==> src/sv/pif_pkg.sv <==
// ============================================================================
// pif_pkg: shared types and constants of the printf integer formatter
// Job descriptor passed from the front to the back, character codes and
// digit tables.
// ============================================================================
package pif_pkg;

    // character codes
    localparam logic [7:0] CH_PCT   = 8'h25;  // '%'
    localparam logic [7:0] CH_MINUS = 8'h2d;  // '-'
    localparam logic [7:0] CH_ZERO  = 8'h30;  // '0'
    localparam logic [7:0] CH_LX    = 8'h78;  // 'x'
    localparam logic [7:0] CH_UX    = 8'h58;  // 'X'
    localparam logic [7:0] CH_LC    = 8'h63;  // 'c'
    localparam logic [7:0] CH_LD    = 8'h64;  // 'd'
    localparam logic [7:0] CH_LI    = 8'h69;  // 'i'
    localparam logic [7:0] CH_LU    = 8'h75;  // 'u'
    localparam logic [7:0] CH_LP    = 8'h70;  // 'p'
    localparam logic [7:0] CH_LA    = 8'h61;  // 'a'
    localparam logic [7:0] CASE_OFFSET = 8'd32;

    localparam logic [7:0] HEX_DIGITS [16] = '{
        "0", "1", "2", "3", "4", "5", "6", "7",
        "8", "9", "a", "b", "c", "d", "e", "f"
    };

    // digit position of the most significant digit
    localparam logic [3:0] DEC_TOP   = 4'd9;
    localparam logic [3:0] HEX32_TOP = 4'd7;
    localparam logic [3:0] PTR_TOP   = 4'd15;

    localparam logic [30:0] COUNT_MAX = 31'h7fff_ffff;

    typedef enum logic [1:0] {
        JK_CHAR,
        JK_DEC,
        JK_HEX
    } t_kind;

    typedef struct packed {
        t_kind       kind;
        logic        neg;    // emit '-' before the digits
        logic        ptr;    // emit "0x" and all 64 bits
        logic        upper;  // upper-case hex letters
        logic        clr;    // restart the character count
        logic [63:0] value;
    } t_job;

    typedef enum logic [2:0] {
        BS_IDLE,
        BS_CHAR,
        BS_SIGN,
        BS_P0,
        BS_PX,
        BS_DIGIT
    } t_back_state;

    function automatic logic [33:0] pow10(input logic [3:0] k);
        logic [33:0] p;
        case (k)
            4'd0:    p = 34'd1;
            4'd1:    p = 34'd10;
            4'd2:    p = 34'd100;
            4'd3:    p = 34'd1000;
            4'd4:    p = 34'd10000;
            4'd5:    p = 34'd100000;
            4'd6:    p = 34'd1000000;
            4'd7:    p = 34'd10000000;
            4'd8:    p = 34'd100000000;
            4'd9:    p = 34'd1000000000;
            default: p = '0;
        endcase
        return p;
    endfunction

    function automatic logic [7:0] digit_char(input logic [3:0] d, input logic upper);
        logic [7:0] c;
        c = HEX_DIGITS[d];
        if (upper && c >= CH_LA) begin
            c = c - CASE_OFFSET;
        end
        return c;
    endfunction

endpackage

==> src/sv/pif_front.sv <==
// ============================================================================
// pif_front: format character classifier
// Tracks a pending '%', decodes directives and issues one job per item
// that produces characters.
// ============================================================================
module pif_front (
    input  logic          i_clk,
    input  logic          i_rst_n,
    input  logic          i_push,
    input  logic [7:0]    i_format_char,
    input  logic [63:0]   i_argument_value,
    input  logic          i_format_start,
    input  logic          i_q_full,
    output logic          o_job_push,
    output pif_pkg::t_job o_job
);
    import pif_pkg::*;

    logic        r_pending, n_pending;
    logic        r_clr, n_clr;     // restart seen, not yet passed on in a job
    logic        accept;
    logic        pend_eff;
    logic        emits;
    logic [31:0] w;
    logic [31:0] mag;

    assign accept   = i_push && !i_q_full;
    assign pend_eff = r_pending && !i_format_start;
    assign w        = i_argument_value[31:0];
    assign mag      = w[31] ? (32'd0 - w) : w;

    always_comb begin
        emits       = 1'b0;
        n_pending   = 1'b0;
        o_job.kind  = JK_CHAR;
        o_job.neg   = 1'b0;
        o_job.ptr   = 1'b0;
        o_job.upper = 1'b0;
        o_job.clr   = r_clr || i_format_start;
        o_job.value = {56'd0, i_format_char};
        if (pend_eff) begin
            case (i_format_char)
                CH_LC: begin
                    emits       = 1'b1;
                    o_job.value = {56'd0, i_argument_value[7:0]};
                end
                CH_LD, CH_LI: begin
                    emits       = 1'b1;
                    o_job.kind  = JK_DEC;
                    o_job.neg   = w[31];
                    o_job.value = {32'd0, mag};
                end
                CH_LU: begin
                    emits       = 1'b1;
                    o_job.kind  = JK_DEC;
                    o_job.value = {32'd0, w};
                end
                CH_LX, CH_UX: begin
                    emits       = 1'b1;
                    o_job.kind  = JK_HEX;
                    o_job.upper = (i_format_char == CH_UX);
                    o_job.value = {w, 32'd0};
                end
                CH_LP: begin
                    emits       = 1'b1;
                    o_job.kind  = JK_HEX;
                    o_job.ptr   = 1'b1;
                    o_job.value = i_argument_value;
                end
                CH_PCT: begin
                    emits       = 1'b1;
                    o_job.value = {56'd0, CH_PCT};
                end
                default: begin
                    emits = 1'b0;
                end
            endcase
        end else if (i_format_char == CH_PCT) begin
            n_pending = 1'b1;
        end else begin
            emits = 1'b1;
        end
    end

    assign o_job_push = accept && emits;
    assign n_clr      = emits ? 1'b0 : (r_clr || i_format_start);

    always_ff @(posedge i_clk) begin
        if (!i_rst_n) begin
            r_pending <= 1'b0;
            r_clr     <= 1'b0;
        end else if (accept) begin
            r_pending <= n_pending;
            r_clr     <= n_clr;
        end
    end

endmodule

==> config.mk <==
export PLATFORM = sky130hd
export DESIGN_NAME = pif_front
export DESIGN_NICKNAME = d
export VERILOG_FILES = /design/src/sv/pif_pkg.sv /design/src/sv/pif_front.sv
export SDC_FILE = /design/constraint.sdc
export NUM_CORES = 1
export LEC_CHECK = 0
export BUFFER_PORTS_ARGS = -buffer_cell sky130_fd_sc_hd__buf_2
export CAP_MARGIN = 20
export CORE_MARGIN = 4
export CORE_UTILIZATION = 46
export DETAILED_ROUTE_END_ITERATION = 12
export GPL_ROUTABILITY_DRIVEN = 0
export PLACE_DENSITY = 0.86
export REMOVE_ABC_BUFFERS = 1
export SYNTH_ARGS = -nofsm -noshare
export SYNTH_HDL_FRONTEND = slang
export SYNTH_SLANG_ARGS = --single-unit
==> constraint.sdc <==
create_clock -name i_clk -period 5.5 [get_ports i_clk]
set_clock_uncertainty 0.05 [all_clocks]
set_input_delay 1.1 -clock i_clk [delete_from_list [all_inputs] [get_ports i_clk]]
set_output_delay 1.1 -clock i_clk [all_outputs]
set_load 0.03 [all_outputs]
==> out/results.tsv <==
stage	metric	value	unit
outcome	status	completed	
power	power_frac_seq	8.9	%
grt	grt_first_pass_wirelength	12600	um
power	pwr-share-clk	32.4	%
worst_setup_path	worst-path-max-fanout	37	
worst_setup_path	cp-startpoint	i_format_char[3]	
sta	hold_viol	0	
yosys	synth-main-ff-cell	dfxtp_1	
worst_setup_path	setup.worst_path.end	o_job[18]	
yosys	yosysTopAreaCell	nor2_1	
final_layout	n_fill_cell	386	
sta	fin_crit	4.47	ns
power	switching_power	0.0703	mW
power	combPwrFrac	58.7	%
yosys	yosysUniqueCellTypes	63	
routing	drt-total-wl	8260	um
placement	port_buffers	147	
run	maxCapViolCount	0	
power	total_power	0.170	mW
clocking	clkSlewWorstSetupHoldPaths	0.03	ns
clocking	clkSinkCount	2	
die	start_util	49.3	%
clocking	cts-root-buf	clkbuf_8	
power	ir_worst_vdd	105	uV
die	die_w	74.6	um
clocking	cts_repair_resize_count	0	
grt	antenna_found_initial	0	
clocking	h-tree-depth	1	
yosys	synth_edf_count	0	
sta	slew_headroom	41.5	%
final_layout	design_area	2790	um^2
min_path	min_path_type	reg -> reg	
worst_setup_path	crit_chain	buf_2 -> nand4bb_1 -> or4_1 -> o211ai_1 -> o21ai_4 -> buf_4 -> o21ba_1 -> buf_2	
grt	gr-total-overflow	0	
routing	vias	3275	
die	ios	148	
die	coreArea	4140	um^2
worst_setup_path	end_kind	output pin	
worst_setup_path	r2r_slack	4.27	ns
die	placementRows	23	
final_layout	syn_to_final_growth	36.8	%
sta	rsz0062_at_grt	false	
yosys	yosysSeqAreaShare	1.96	%
final_layout	multi_input_area	1850	um^2
sta	slew_viol_final	0	
final_layout	final_cells	524	
final_layout	drive_above_1_share	35.9	%
placement	dp.cells	521	
worst_setup_path	cp.required	4.35	ns
routing	drc	0	
worst_setup_path	worst_r2r_path_depth	4	
grt	grt_max_degree	38	
clocking	holdBufCountCts	0	
sta	setup_violations	0	
sta	tns	0	ns
routing	drtAntennaViolNets	0	
yosys	yosys_warnings	0	
yosys	syn_area	2040	um^2
worst_setup_path	worstReg2RegEnd	r_clr	
grt	grt_usage	27.5	%
final_layout	seqCellArea	40.0	um^2
clocking	post_cts_buffers	0	
yosys	synthTopCellsByCount	66 x nor2_1, 34 x nand2_1, 32 x a22oi_1, 23 x a21oi_1	
placement	dpl_cell_area	2750	um^2
clocking	max-clock-path-buffers	2	
routing	drtPass1Iterations	5	
placement	post-dp-hpwl	6250	um
yosys	ys_ff_latch	2	
power	p_leak	1.17	nW
clocking	worstSkewPairLatency	0.20	ns
yosys	yosysMostFrequentCell	nor2_1	
worst_setup_path	cp_slowest_cell	o21ai_4	
clocking	cts_buffers	3	
yosys	synth_area_leaders	nor2_1 12%, a22oi_1 12%, nand2_1 6.3%	
worst_setup_path	reg2reg_from	r_pending	
power	p_per_area	60.7	nW/um^2
final_layout	final_nets	554	
worst_setup_path	worst_path_most_repeated_cell	buf_2	
worst_setup_path	worstSetupStartpointType	input port	
yosys	avgSynthCellArea	5.87	um^2
routing	via_per_inst	6.25	
sta	fmax	224	MHz
yosys	yosys.area.top_type_share	12.1	%
worst_setup_path	arrival	3.32	ns
yosys	ys_async_sr_fraction	0	%
routing	wl_per_cell	15.8	um
yosys	synthCells	348	
die	die_area	5570	um^2
routing	drt_iter0_markers	478	
sta	period_share	81.3	%
die	dieHeight	74.6	um
grt	grt_pass1_vias	2888	
sta	worst_pin_slew	0.874	ns
power	p_int	0.0993	mW
clocking	cts_tree	done	
worst_setup_path	worstSetupPathType	in -> out	
power	swShare	41.5	%
final_layout	diodes	0	
worst_setup_path	cp_slowest_stage_delay	0.71	ns
[power by group through the flow]
stage	sequential (mW)	clock [mW]	combinational, mW
final	0.0151	0.0550	0.0995
after floorplan	0.0152	0	0.0380
after global placement	0.0152	0	0.0949
after global routing	0.0151	0.0599	0.108
after CTS	0.0151	0.0568	0.0977
after detailed placement	0.0152	0	0.0975
[registers in the layout, indices dropped and copies added (netlist names)]
register,count
r_clr,1
r_pending,1
[cell families (layout without fill, tap and decap cells)]
| family | after synthesis | in the layout | share of synthesized area, % |
|---|---|---|---|
| mux | 2 | 2 | 0.980 |
| compound gates | 122 | 122 | 41.0 |
| xor+xnor | 1 | 1 | 0.429 |
| simple gates | 185 | 185 | 47.4 |
| buf+inv | 35 | 161 | 7.66 |
| flops | 2 | 2 | 1.96 |
| fa+ha+maj | 1 | 1 | 0.613 |
[through the flow]
| step | worst slack (ns) | utilization, % | hold WS (ns) |
|---|---|---|---|
| floorplan | 0.833 | - | 0.416 |
| global placement | 1.10 | 66.4 | 0.454 |
| detailed placement | 1.06 | 66.4 | 0.452 |
| CTS | 1.06 | 67.4 | 0.463 |
| global route | 0.832 | 67.4 | 0.521 |
| finish | 1.03 | 67.4 | 0.456 |
[how the worst min path moves through the flow]
| stage | start | end | cells after the start |
|---|---|---|---|
| 2_1_floorplan | r_clr | r_clr | 2 |
| 3_3_place_gp | r_clr | r_clr | 2 |
| 3_5_place_dp | r_clr | r_clr | 2 |
| 4_1_cts | r_clr | r_clr | 2 |
| 5_1_grt | r_clr | r_clr | 2 |
| 6_report | r_clr | r_clr | 2 |
[worst max-delay path: cells and delay by family]
family                 cells  cell delay, ns
AO/OA/AOI/OAI              3            1.06
buffers and inverters      3            0.79
AND/OR/NAND/NOR            2            0.35
[cell usage in the layout, fill, tap and decap left out, drive strengths merged, types with 2 or more instances in the layout]
cell / netlist / final
a211oi: 4 / 4
a21boi: 3 / 3
a21oi: 23 / 23
a22oi: 32 / 32
a311oi: 4 / 4
a31oi: 11 / 11
and2: 3 / 3
and3: 3 / 3
and3b: 2 / 2
buf: 10 / 152
clkbuf: 19 / 3
dfxtp: 2 / 2
inv: 6 / 6
mux2i: 2 / 2
nand2: 34 / 34
nand2b: 2 / 2
nand3: 15 / 15
nand4: 2 / 2
nor2: 66 / 66
nor2b: 7 / 7
nor3: 7 / 7
nor3b: 3 / 3
nor4: 6 / 6
nor4b: 3 / 3
o211ai: 2 / 2
o21ai: 26 / 26
o31ai: 6 / 6
o41ai: 4 / 4
or2: 3 / 3
or3: 17 / 17
or4: 7 / 7
[routing by layer]
layer  up-vias  global-route usage, %  share of wire, %  wire length, um
met4         0                   8.50               2.5              210
met2       204                   49.0                47             3920
met5         -                      0                 0                0
li1       1563                      -                 -                -
met1      1485                   34.8                40             3310
met3        23                   2.80               9.9              815
[final cells by class]
cell class	count	share of cell area, %
clock buffer	3	1.48
inverter	6	0.806
timing repair buffer	152	27.7
sequential	2	1.43
multi-input combinational	311	66.4
tap	50	2.24
Note: power is estimated with default switching activity, not from simulation.
