[src/sv/pif_pkg.sv]
// ============================================================================
// pif_pkg: shared types and constants of the printf integer formatter
// Job descriptor passed from the front to the back, character codes and
// digit tables.
// ============================================================================
package pif_pkg;

    // character codes
    localparam logic [7:0] CH_PCT   = 8'h25;  // '%'
    localparam logic [7:0] CH_MINUS = 8'h2d;  // '-'
    localparam logic [7:0] CH_ZERO  = 8'h30;  // '0'
    localparam logic [7:0] CH_LX    = 8'h78;  // 'x'
    localparam logic [7:0] CH_UX    = 8'h58;  // 'X'
    localparam logic [7:0] CH_LC    = 8'h63;  // 'c'
    localparam logic [7:0] CH_LD    = 8'h64;  // 'd'
    localparam logic [7:0] CH_LI    = 8'h69;  // 'i'
    localparam logic [7:0] CH_LU    = 8'h75;  // 'u'
    localparam logic [7:0] CH_LP    = 8'h70;  // 'p'
    localparam logic [7:0] CH_LA    = 8'h61;  // 'a'
    localparam logic [7:0] CASE_OFFSET = 8'd32;

    localparam logic [7:0] HEX_DIGITS [16] = '{
        "0", "1", "2", "3", "4", "5", "6", "7",
        "8", "9", "a", "b", "c", "d", "e", "f"
    };

    // digit position of the most significant digit
    localparam logic [3:0] DEC_TOP   = 4'd9;
    localparam logic [3:0] HEX32_TOP = 4'd7;
    localparam logic [3:0] PTR_TOP   = 4'd15;

    localparam logic [30:0] COUNT_MAX = 31'h7fff_ffff;

    typedef enum logic [1:0] {
        JK_CHAR,
        JK_DEC,
        JK_HEX
    } t_kind;

    typedef struct packed {
        t_kind       kind;
        logic        neg;    // emit '-' before the digits
        logic        ptr;    // emit "0x" and all 64 bits
        logic        upper;  // upper-case hex letters
        logic        clr;    // restart the character count
        logic [63:0] value;
    } t_job;

    typedef enum logic [2:0] {
        BS_IDLE,
        BS_CHAR,
        BS_SIGN,
        BS_P0,
        BS_PX,
        BS_DIGIT
    } t_back_state;

    function automatic logic [33:0] pow10(input logic [3:0] k);
        logic [33:0] p;
        case (k)
            4'd0:    p = 34'd1;
            4'd1:    p = 34'd10;
            4'd2:    p = 34'd100;
            4'd3:    p = 34'd1000;
            4'd4:    p = 34'd10000;
            4'd5:    p = 34'd100000;
            4'd6:    p = 34'd1000000;
            4'd7:    p = 34'd10000000;
            4'd8:    p = 34'd100000000;
            4'd9:    p = 34'd1000000000;
            default: p = '0;
        endcase
        return p;
    endfunction

    function automatic logic [7:0] digit_char(input logic [3:0] d, input logic upper);
        logic [7:0] c;
        c = HEX_DIGITS[d];
        if (upper && c >= CH_LA) begin
            c = c - CASE_OFFSET;
        end
        return c;
    endfunction

endpackage

[src/sv/pif_jobq.sv]
// ============================================================================
// pif_jobq: job queue between front and back
// Small first-in first-out store of job descriptors.
// ============================================================================
module pif_jobq #(
    parameter int DEPTH = 2
) (
    input  logic          i_clk,
    input  logic          i_rst_n,
    input  logic          i_push,
    input  pif_pkg::t_job i_job,
    input  logic          i_pop,
    output pif_pkg::t_job o_job,
    output logic          o_full,
    output logic          o_empty
);
    import pif_pkg::*;

    localparam int PW = (DEPTH > 1) ? $clog2(DEPTH) : 1;
    localparam int CW = $clog2(DEPTH + 1);

    t_job          r_mem [DEPTH];
    logic [PW-1:0] r_wr, n_wr;
    logic [PW-1:0] r_rd, n_rd;
    logic [CW-1:0] r_cnt;
    logic          do_push, do_pop;

    assign o_full  = (r_cnt == CW'(DEPTH));
    assign o_empty = (r_cnt == '0);
    assign do_push = i_push && !o_full;
    assign do_pop  = i_pop && !o_empty;
    assign o_job   = r_mem[r_rd];

    assign n_wr = (r_wr == PW'(DEPTH - 1)) ? '0 : r_wr + 1'b1;
    assign n_rd = (r_rd == PW'(DEPTH - 1)) ? '0 : r_rd + 1'b1;

    always_ff @(posedge i_clk) begin
        if (do_push) begin
            r_mem[r_wr] <= i_job;
        end
    end

    always_ff @(posedge i_clk) begin
        if (!i_rst_n) begin
            r_wr  <= '0;
            r_rd  <= '0;
            r_cnt <= '0;
        end else begin
            if (do_push) begin
                r_wr <= n_wr;
            end
            if (do_pop) begin
                r_rd <= n_rd;
            end
            if (do_push && !do_pop) begin
                r_cnt <= r_cnt + 1'b1;
            end else if (do_pop && !do_push) begin
                r_cnt <= r_cnt - 1'b1;
            end
        end
    end

endmodule

[config.mk]
export PLATFORM = sky130hd
export DESIGN_NAME = pif_jobq
export DESIGN_NICKNAME = d
export VERILOG_FILES = /design/src/sv/pif_pkg.sv /design/src/sv/pif_jobq.sv
export SDC_FILE = /design/constraint.sdc
export NUM_CORES = 1
export LEC_CHECK = 0
export CORE_MARGIN = 1
export CORE_UTILIZATION = 62
export CTS_CLUSTER_DIAMETER = 150
export CTS_CLUSTER_SIZE = 30
export DETAILED_ROUTE_END_ITERATION = 16
export DONT_BUFFER_PORTS = 1
export PLACE_DENSITY = 0.79
export SYNTH_ARGS = -nofsm -noshare
export SYNTH_HDL_FRONTEND = slang
export SYNTH_SLANG_ARGS = --single-unit
[constraint.sdc]
create_clock -name i_clk -period 4.5 [get_ports i_clk]
set_input_delay 0.225 -clock i_clk [delete_from_list [all_inputs] [get_ports i_clk]]
set_output_delay 0.225 -clock i_clk [all_outputs]
set_load 0.005 [all_outputs]
==> results of run 1 <==
[cells by family (layout without fill, tap and decap cells)]
group	after synthesis	count (layout)	synth area share, %
muxes	70	70	14.97
buffers and inverters	10	108	0.9027
AOI/OAI and AO/OA	5	5	0.6177
DFF	145	145	81.73
xor gates and xnor gates	3	3	0.4990
adders and majority gates	1	1	0.2375
and+or+nand+nor	9	9	1.046
[per-layer routing]
layer	vias to the layer above	wire (um)
li1	1132	-
met1	1232	3416
met2	112	4760
met3	17	710
met4	0	163
met5	-	0
[worst min path at each step]
stage | start | endpoint | slack, ns | depth (start not counted)
global placement | i_job[17] | r_mem[0][17] | 0.32 | 0
CTS | i_pop | flip-flop | 0.1 | 3
detailed placement | i_job[54] | r_mem[1][54] | 0.32 | 0
floorplan | i_job[0] | r_mem[0][0] | 0.32 | 0
global route | i_pop | flip-flop | 0.11 | 3
finish | i_pop | flip-flop | 0.10 | 3
[worst min-delay path, stage by stage]
cell,delay [ns]
o21ai_1,0.11
xnor2_1,0.09
and2_1,0.14
[cell usage in the layout, fill, tap and decap left out, drive strengths merged]
master,n
nor3,1
o21a,1
inv,5
clkinv,5
xnor2,2
clkinvlp,2
nor2,2
bufinv,4
edfxtp,140
ha,1
o21ai,2
clkbuf,18
or3,1
xor2,1
buf,2
mux2,70
and3,1
a21boi,2
dfxtp,5
nand2b,1
dlygate4sd3,72
and2,3
[power groups by stage]
stage | Clock (uW) | Sequential [uW] | Combinational (uW)
detailed placement | 0 | 1860 | 517
global route | 1490 | 1860 | 622
global placement | 0 | 1850 | 510
CTS | 1430 | 1830 | 585
finish | 1420 | 1830 | 584
floorplan | 0 | 1770 | 496
[cell type report]
class | count | area (um^2)
Tap cell | 105 | 131.4
Fill cell | 397 | 1504
Timing Repair Buffer | 74 | 735.7
Inverter | 2 | 7.507
Clock inverter | 14 | 186.4
Clock buffer | 18 | 417.9
Multi-Input combinational cell | 88 | 925.9
Sequential cell | 145 | 4308
[repair_timing]
action | in CTS | in global routing
resized for setup | 0 | 0
hold endpoints to repair | 145 | 0
hold buffers | 72 | 0
[state kept, by name, indices dropped and copies added (netlist names), named ones only]
name and count:
r_cnt 2, r_rd 1, r_wr 1, r_mem 140
[stage by stage]
stage          worst slack, ns  util, %
2_1_floorplan           0.7082        -
4_1_cts                  2.317    81.70
6_report                 2.344    81.70
3_3_place_gp             2.669    65.57
3_5_place_dp             2.642    65.57
5_1_grt                  2.227    81.70
==> impl_results.md, run 1 <==
* Number of DRC markers in iteration 0 at 94
* Flip-flop cell with the highest count after synthesis: edfxtp_1
* Port Buf Inserts at 0
* Number of routed nets with antenna violations at 0
* Worst-path maximum fanout at 70
* Clock share of power at 37.1%
* WL per Instance at 20.29 um
* Placed wire-length estimate after detailed placement at 4896 um
* Met2 routing resource usage after global routing at 35.81%
* Cell with the most instances after synthesis: edfxtp_1
* CP Launch Type: flip-flop
* Achievable Freq at 463.7 MHz
* Fraction of registers with async set/reset at 0%
* Cts bufs inserted at 17
* Top-Level Pins at 146
* Floorplan die width at 94.17 um
* Top cells by area, synth: edfxtp_1, mux2_2, dfxtp_1
* Initial Utilization at 64.09%
* Slew at the pin with the worst max-slew slack at 0.9612 ns
* Ratio of cells with drive above 1 in the final layout at 30.50%
* Number of H-tree levels at 4
* TritonCTS clock tree: yes
* Total number of yosys warnings at 0
* Met1 capacity usage during global routing at 23.49%
* CTS Buffer Depth at 2
* Clock edge transition at the registers on the reported setup and hold paths at 0.06 ns
* Std-Cell Rows at 33
* GRT Max-Usage Layer: met2
* Worst setup path end: o_job[16]
* Post-synth net total at 318
* Average vias per placed instance at 5.590
* Met3 global-route usage at 8.738%
* Crit path buffers/inverters at 0
* Net switching power of the design at 933.0 uW
* Antenna violations before repair at 0
* Non-filler cells in the finished layout at 446
* Worst IR Drop VDD at 373.0 uV
* Number of optimization iterations in the first detailed-route pass at 4
* Depth of the most critical reg-to-reg path at 6
* DR vias at 2493
* Number of clock sinks at 145
* Total detailed-routing wirelength at 9051 um
* Total setup violations reported at the end of the flow at 0
* Cell with the largest stage delay on the worst path: dfxtp_4
* Number of diodes at 0
* Clock Skew at 0.007829 ns
* Root buffer cell: clkbuf_8
* Remaining global-route overflow at 0
* Post-route cell area at 6713 um^2
* Total negative setup slack at 0 ns
* Headroom to the max-slew limit at 35.92%
* Internal power at 2904 uW
* Number of global-route vias before repair at 2610
* Ordered list of cells on the worst path: mux2_2
* Number of design rule violations left after detail routing at 0
* Combinational cell fraction of total power at 15.2%
* CP required at 4.28 ns
* Commonest cells post-synth: edfxtp_1, mux2_2, buf_2
* Total core area at 8217 um^2
* Sequential share of power at 47.7%
* Period Utilization, post-route at 47.92%
* Fraction of the yosys area taken by sequential cells at 81.73%
* CP top delay family: flip-flops
* Number of setup buffers added after CTS at 0
* Post-synthesis average cell area at 21.67 um^2
* Clock Latency Late Sink at 0.51 ns
* Reg2reg setup slack at 2.35 ns
* Cell taking the most area after synthesis: edfxtp_1
* Synthesized flop and latch total at 145
* Largest net degree at the start of global routing at 71
* Delay of the slowest cell on the worst path at 0.93 ns
* Count of mapped cells out of synthesis at 243
* Top-area cell type share of the netlist area at 79.83%
* Final Hold Slack at 0.1020 ns
* Worst Path Arrival at 1.93 ns
* Wire length of the first global-routing pass at 13190 um
* Worst r2r src: r_cnt[0]
* Count of maximum capacitance violations at 0
* Switching power share of the total at 24.32%
* GRT Total Usage at 21.08%
* Post-synthesis instance area at 5266 um^2
* Yosys cell types at 20
* Instance area after placement at 5388 um^2
* Die Area at 8867 um^2
* Worst Setup Path Type: reg2out
* Sum of internal, switching and leakage power at 3837 uW
* Result of the run: finished clean
* Setup repair after global routing missed its margin: no
* Kind of capture point of the worst setup path: output pin
* Instance count after placement with tap cells included at 342
* Logic depth of the worst setup path including buffers at 1
* Post-layout minimum cycle time at 2.156 ns
* Critical register-to-register path endpoint: r_wr
* Number of pins with negative max-slew slack in the final report at 0
* Layout net count at 403
* Endpoints failing hold at 0
* Power per unit of standard cell area at 571.6 nW/um^2
* Pleak at 0.002266 uW
* Post-synth EDFFs at 140
* Synth-to-layout area growth at 27.46%
* Die Y-Extent at 94.17 um
* Routability-driven placement congestion ratio at 0.6418
* Class of the worst hold path: in2reg
Note: power is estimated with default switching activity, not from simulation.
==> run 2, diff against run 1 <==
- ABC_AREA: not set -> 1
- CORE_UTILIZATION: 62 -> 56
- PLACE_DENSITY: 0.79 -> 0.75
- clock period: 4.5 -> 1.85 ns (I/O delays scaled with it)
==> run 2 against run 1 <==
Total power up 140%. Clock skew is 0.0015 ns higher. Clock-buffer cell count unchanged. Wire length is 0.78% higher. Cell area up 5.1%. Critical path type unchanged. Critical endpoint is now o_job[10]. Largest power group unchanged. Highest routed layer unchanged.
==> impl_results.md, run 2 <==
* Kind of capture point of the worst setup path: output pin
* CTS Buffer Depth at 2 (unchanged)
* Clock share of power at 32.6% (-4.5 points)
* Most common library cell in the layout ignoring fill and taps: edfxtp_1
* Average vias per placed instance at 5.083 (-9.1%)
* Synth-to-layout area growth at 24.88%
* Internal power at 6901 uW (+140%)
* Class of the worst hold path: in2reg
* Flip-flop count of the largest register after layout at 140 (unchanged)
* Count of mapped cells out of synthesis at 256 (+5.3%)
* Yosys cell types at 14 (-30%)
* Largest net degree at the start of global routing at 42 (-41%)
* Number of inserted filler cells in the final layout at 599 (+51%)
* Cell with the most instances after synthesis: edfxtp_1
* Placed wire-length estimate after detailed placement at 5410 um (+10%)
* Number of H-tree levels at 4 (unchanged)
* Remaining global-route overflow at 0 (unchanged)
* Sequential share of power at 46.8% (-0.9 points)
* Biggest registers after layout: r_mem: 140 flops, r_cnt: 2 flops
* Endpoints failing hold at 0 (unchanged)
* Count of maximum capacitance violations at 0 (unchanged)
* Number of optimization iterations in the first detailed-route pass at 4 (unchanged)
* Result of the run: finished clean
* CP top delay family: flip-flops
* Count of instances resized after the clock tree is built at 0 (unchanged)
* Top-area cell type share of the netlist area at 74.39% (-5.4 points)
* Top cells by area, synth: edfxtp_1, mux2_4, buf_12
* Post-synthesis instance area at 5652 um^2 (+7.3%)
* Synthesized flop and latch total at 145 (unchanged)
* Number of design rule violations left after detail routing at 0 (unchanged)
* Most flop-heavy register: r_mem
* Clock Latency Late Sink at 0.51 ns (about the same)
* Crit path buffers/inverters at 1 (+1)
* WL per Instance at 18.54 um (-8.6%)
* Fraction of registers with async set/reset at 0% (unchanged)
* TritonCTS clock tree: yes
* Logic depth of the worst setup path including buffers at 2 (+1)
* Achievable Freq at 603.2 MHz
* Sum of internal, switching and leakage power at 9204 uW (+140%)
* Antenna violations before repair at 0 (unchanged)
* Worst setup path end: o_job[10]
* Slew at the pin with the worst max-slew slack at 0.3821 ns (-0.5791 ns)
* Layout net count at 421 (+4.5%)
* Net switching power of the design at 2304 uW (+150%)
* Total setup violations reported at the end of the flow at 0 (unchanged)
* Total number of yosys warnings at 0 (unchanged)
* Period Utilization, post-route at 89.61%
* Fraction of the yosys area taken by sequential cells at 76.16% (-5.6 points)
* Number of diodes at 0 (unchanged)
* Worst IR Drop VDD at 936.8 uV (+150%)
* Worst Path Arrival at 1.57 ns (-0.36 ns)
* Total core area at 9774 um^2 (+19%)
* Total detailed-routing wirelength at 9122 um (+0.78%)
* Clock Skew at 0.009332 ns (+0.001503 ns)
* Cts bufs inserted at 17 (unchanged)
* Post-layout minimum cycle time at 1.658 ns
* GRT Total Usage at 18.32% (-2.8 points)
* Die Area at 10500 um^2 (+18%)
* Commonest non-fill, non-tap cells in the layout: edfxtp_1, dlygate4sd3_1, mux2_4, clkbuf_16, nor2_1
* Post-synth net total at 331 (+4.1%)
* Worst r2r src: r_cnt[1]
* Root buffer cell: clkbuf_8
* Cell with the largest stage delay on the worst path: dfxtp_4
* Post-synthesis average cell area at 22.08 um^2 (+1.9%)
* Power per unit of standard cell area at 1304 nW/um^2 (+130%)
* Number of pins with negative max-slew slack in the final report at 0 (unchanged)
* Clock edge transition at the registers on the reported setup and hold paths at 0.06 ns (about the same)
* Worst-path maximum fanout at 40 (-43%)
* Post-synth EDFFs at 140 (unchanged)
* CP required at 1.76 ns (-2.52 ns)
* Commonest cells post-synth: edfxtp_1, mux2_4, nor2_1
* Wire length of the first global-routing pass at 13370 um (+1.3%)
* Std-Cell Rows at 36 (+9.1%)
* Setup repair after global routing missed its margin: no
* Delay of the slowest cell on the worst path at 0.38 ns (-0.55 ns)
* Worst Hold Launch: i_job[33]
* Pleak at 0.002546 uW (+12%)
* Number of global-route vias before repair at 2675 (+2.5%)
* Worst Setup Path Type: reg2out
* Number of clock sinks at 145 (unchanged)
* Headroom to the max-slew limit at 74.53% (+39 points)
* Port Buf Inserts at 0 (unchanged)
* Floorplan die width at 102.5 um (+8.8%)
* Ordered list of cells on the worst path: buf_12 > mux2_4
* Final Hold Slack at 0.2384 ns (+0.1363 ns)
* Switching power share of the total at 25.03% (+0.71 points)
* Top-Level Pins at 146 (unchanged)
* Number of routed nets with antenna violations at 0 (unchanged)
* Routability-driven placement congestion ratio at 0.7095 (+11%)
* Ratio of cells with drive above 1 in the final layout at 31.75% (+1.3 points)
* DR vias at 2501 (+0.32%)
* Die Y-Extent at 102.5 um (+8.8%)
* Flip-flop cell with the highest count after synthesis: edfxtp_1
* Critical register-to-register path endpoint: r_cnt[1]
* Reg2reg setup slack at 0.36 ns (-1.99 ns)
* Number of DRC markers in iteration 0 at 117 (+24%)
* Depth of the most critical reg-to-reg path at 9 (+3)
* Cell taking the most area after synthesis: edfxtp_1
* Final core utilization at 72.21% (-9.5 points)
* CP Launch Type: flip-flop
* Combinational cell fraction of total power at 20.6% (+5.4 points)
* Initial Utilization at 57.82% (-6.3 points)
## run 2: cell types whose count changed in the layout (fill, tap and decap cells not counted), sizes merged, moves of 3 or more
cell,change
buf,+4
bufinv,-3
and2,-3
nor2,+9
clkinvlp,+3
inv,+5
nand2,+6
## run 2: logic make-up (layout without fill, tap and decap cells)
kind of cell	count (synthesis)	count (layout)	synth area share (%)
flip-flops	145	145	76.16
AND/OR/NAND/NOR	19	19	1.328
buffers and inverters	17	120	3.276
multiplexers	70	70	18.60
AO/OA/AOI/OAI	4	4	0.4206
adder cells (fa/ha/maj)	1	1	0.2214
## run 2: final cells by class
type	count	area [um^2]	share of cell area, %
Timing Repair Buffer	79	825.8	11.70
Clock inverter	14	117.6	1.666
Tap cell	133	166.4	2.358
Multi-Input combinational cell	94	1185	16.79
Inverter	9	33.78	0.4786
Sequential cell	145	4312	61.09
Clock buffer	18	417.9	5.921
## run 2: worst min path at each step
stage                              end  slack (ns)  depth (start not counted)
after floorplan            r_mem[0][0]        0.19                          0
after global placement    r_mem[0][24]        0.19                          0
after detailed placement  r_mem[0][56]        0.19                          0
after CTS                 r_mem[0][66]        0.21                          1
after global routing      r_mem[1][68]        0.19                          1
final                     r_mem[0][33]        0.24                          1
## run 2: power groups by stage
stage | Combinational, uW | Sequential [uW] | Clock (uW)
6_report | 1900 | 4310 | 3000
2_1_floorplan | 1580 | 4330 | 0
3_5_place_dp | 1770 | 4370 | 0
3_3_place_gp | 1740 | 4340 | 0
5_1_grt | 2050 | 4340 | 3230
4_1_cts | 1920 | 4300 | 3060
## run 2: through the flow
| step | worst slack [ns] | instance area (um^2) | setup TNS, ns | instances |
|---|---|---|---|---|
| after detailed placement | 0.3895 | 5792 | 0 | 387 |
| after floorplan | -0.08327 | 5678 | -10.16 | 256 |
| after CTS | 0.1644 | 7058 | 0 | 492 |
| after global placement | 0.4931 | 5792 | 0 | 387 |
| after global routing | 0.1209 | 7058 | 0 | 492 |
| final | 0.1923 | 7058 | 0 | 492 |
## run 2: what timing repair did
action | in CTS | in global routing
hold buffers | 73 | 0
buffers inserted | 0 | 0
hold endpoints to repair | 145 | 0
## run 2: layer usage
layer,share of wire [%],up-vias,global-route usage (%)
li1,-,1167,-
met1,37,1227,19.15
met2,55,97,31.49
met3,7.1,10,9.234
met4,0.96,0,6.923
met5,0,-,0
## run 2: worst register-to-register path: cells and delay by family, from the launching register on
| kind | cells | cell delay [ns] |
|---|---|---|
| fa+ha+maj | 1 | 0.34 |
| compound gates | 1 | 0.21 |
| simple gates | 3 | 0.24 |
| flops | 1 | 0.35 |
| buf+inv | 4 | 0.28 |
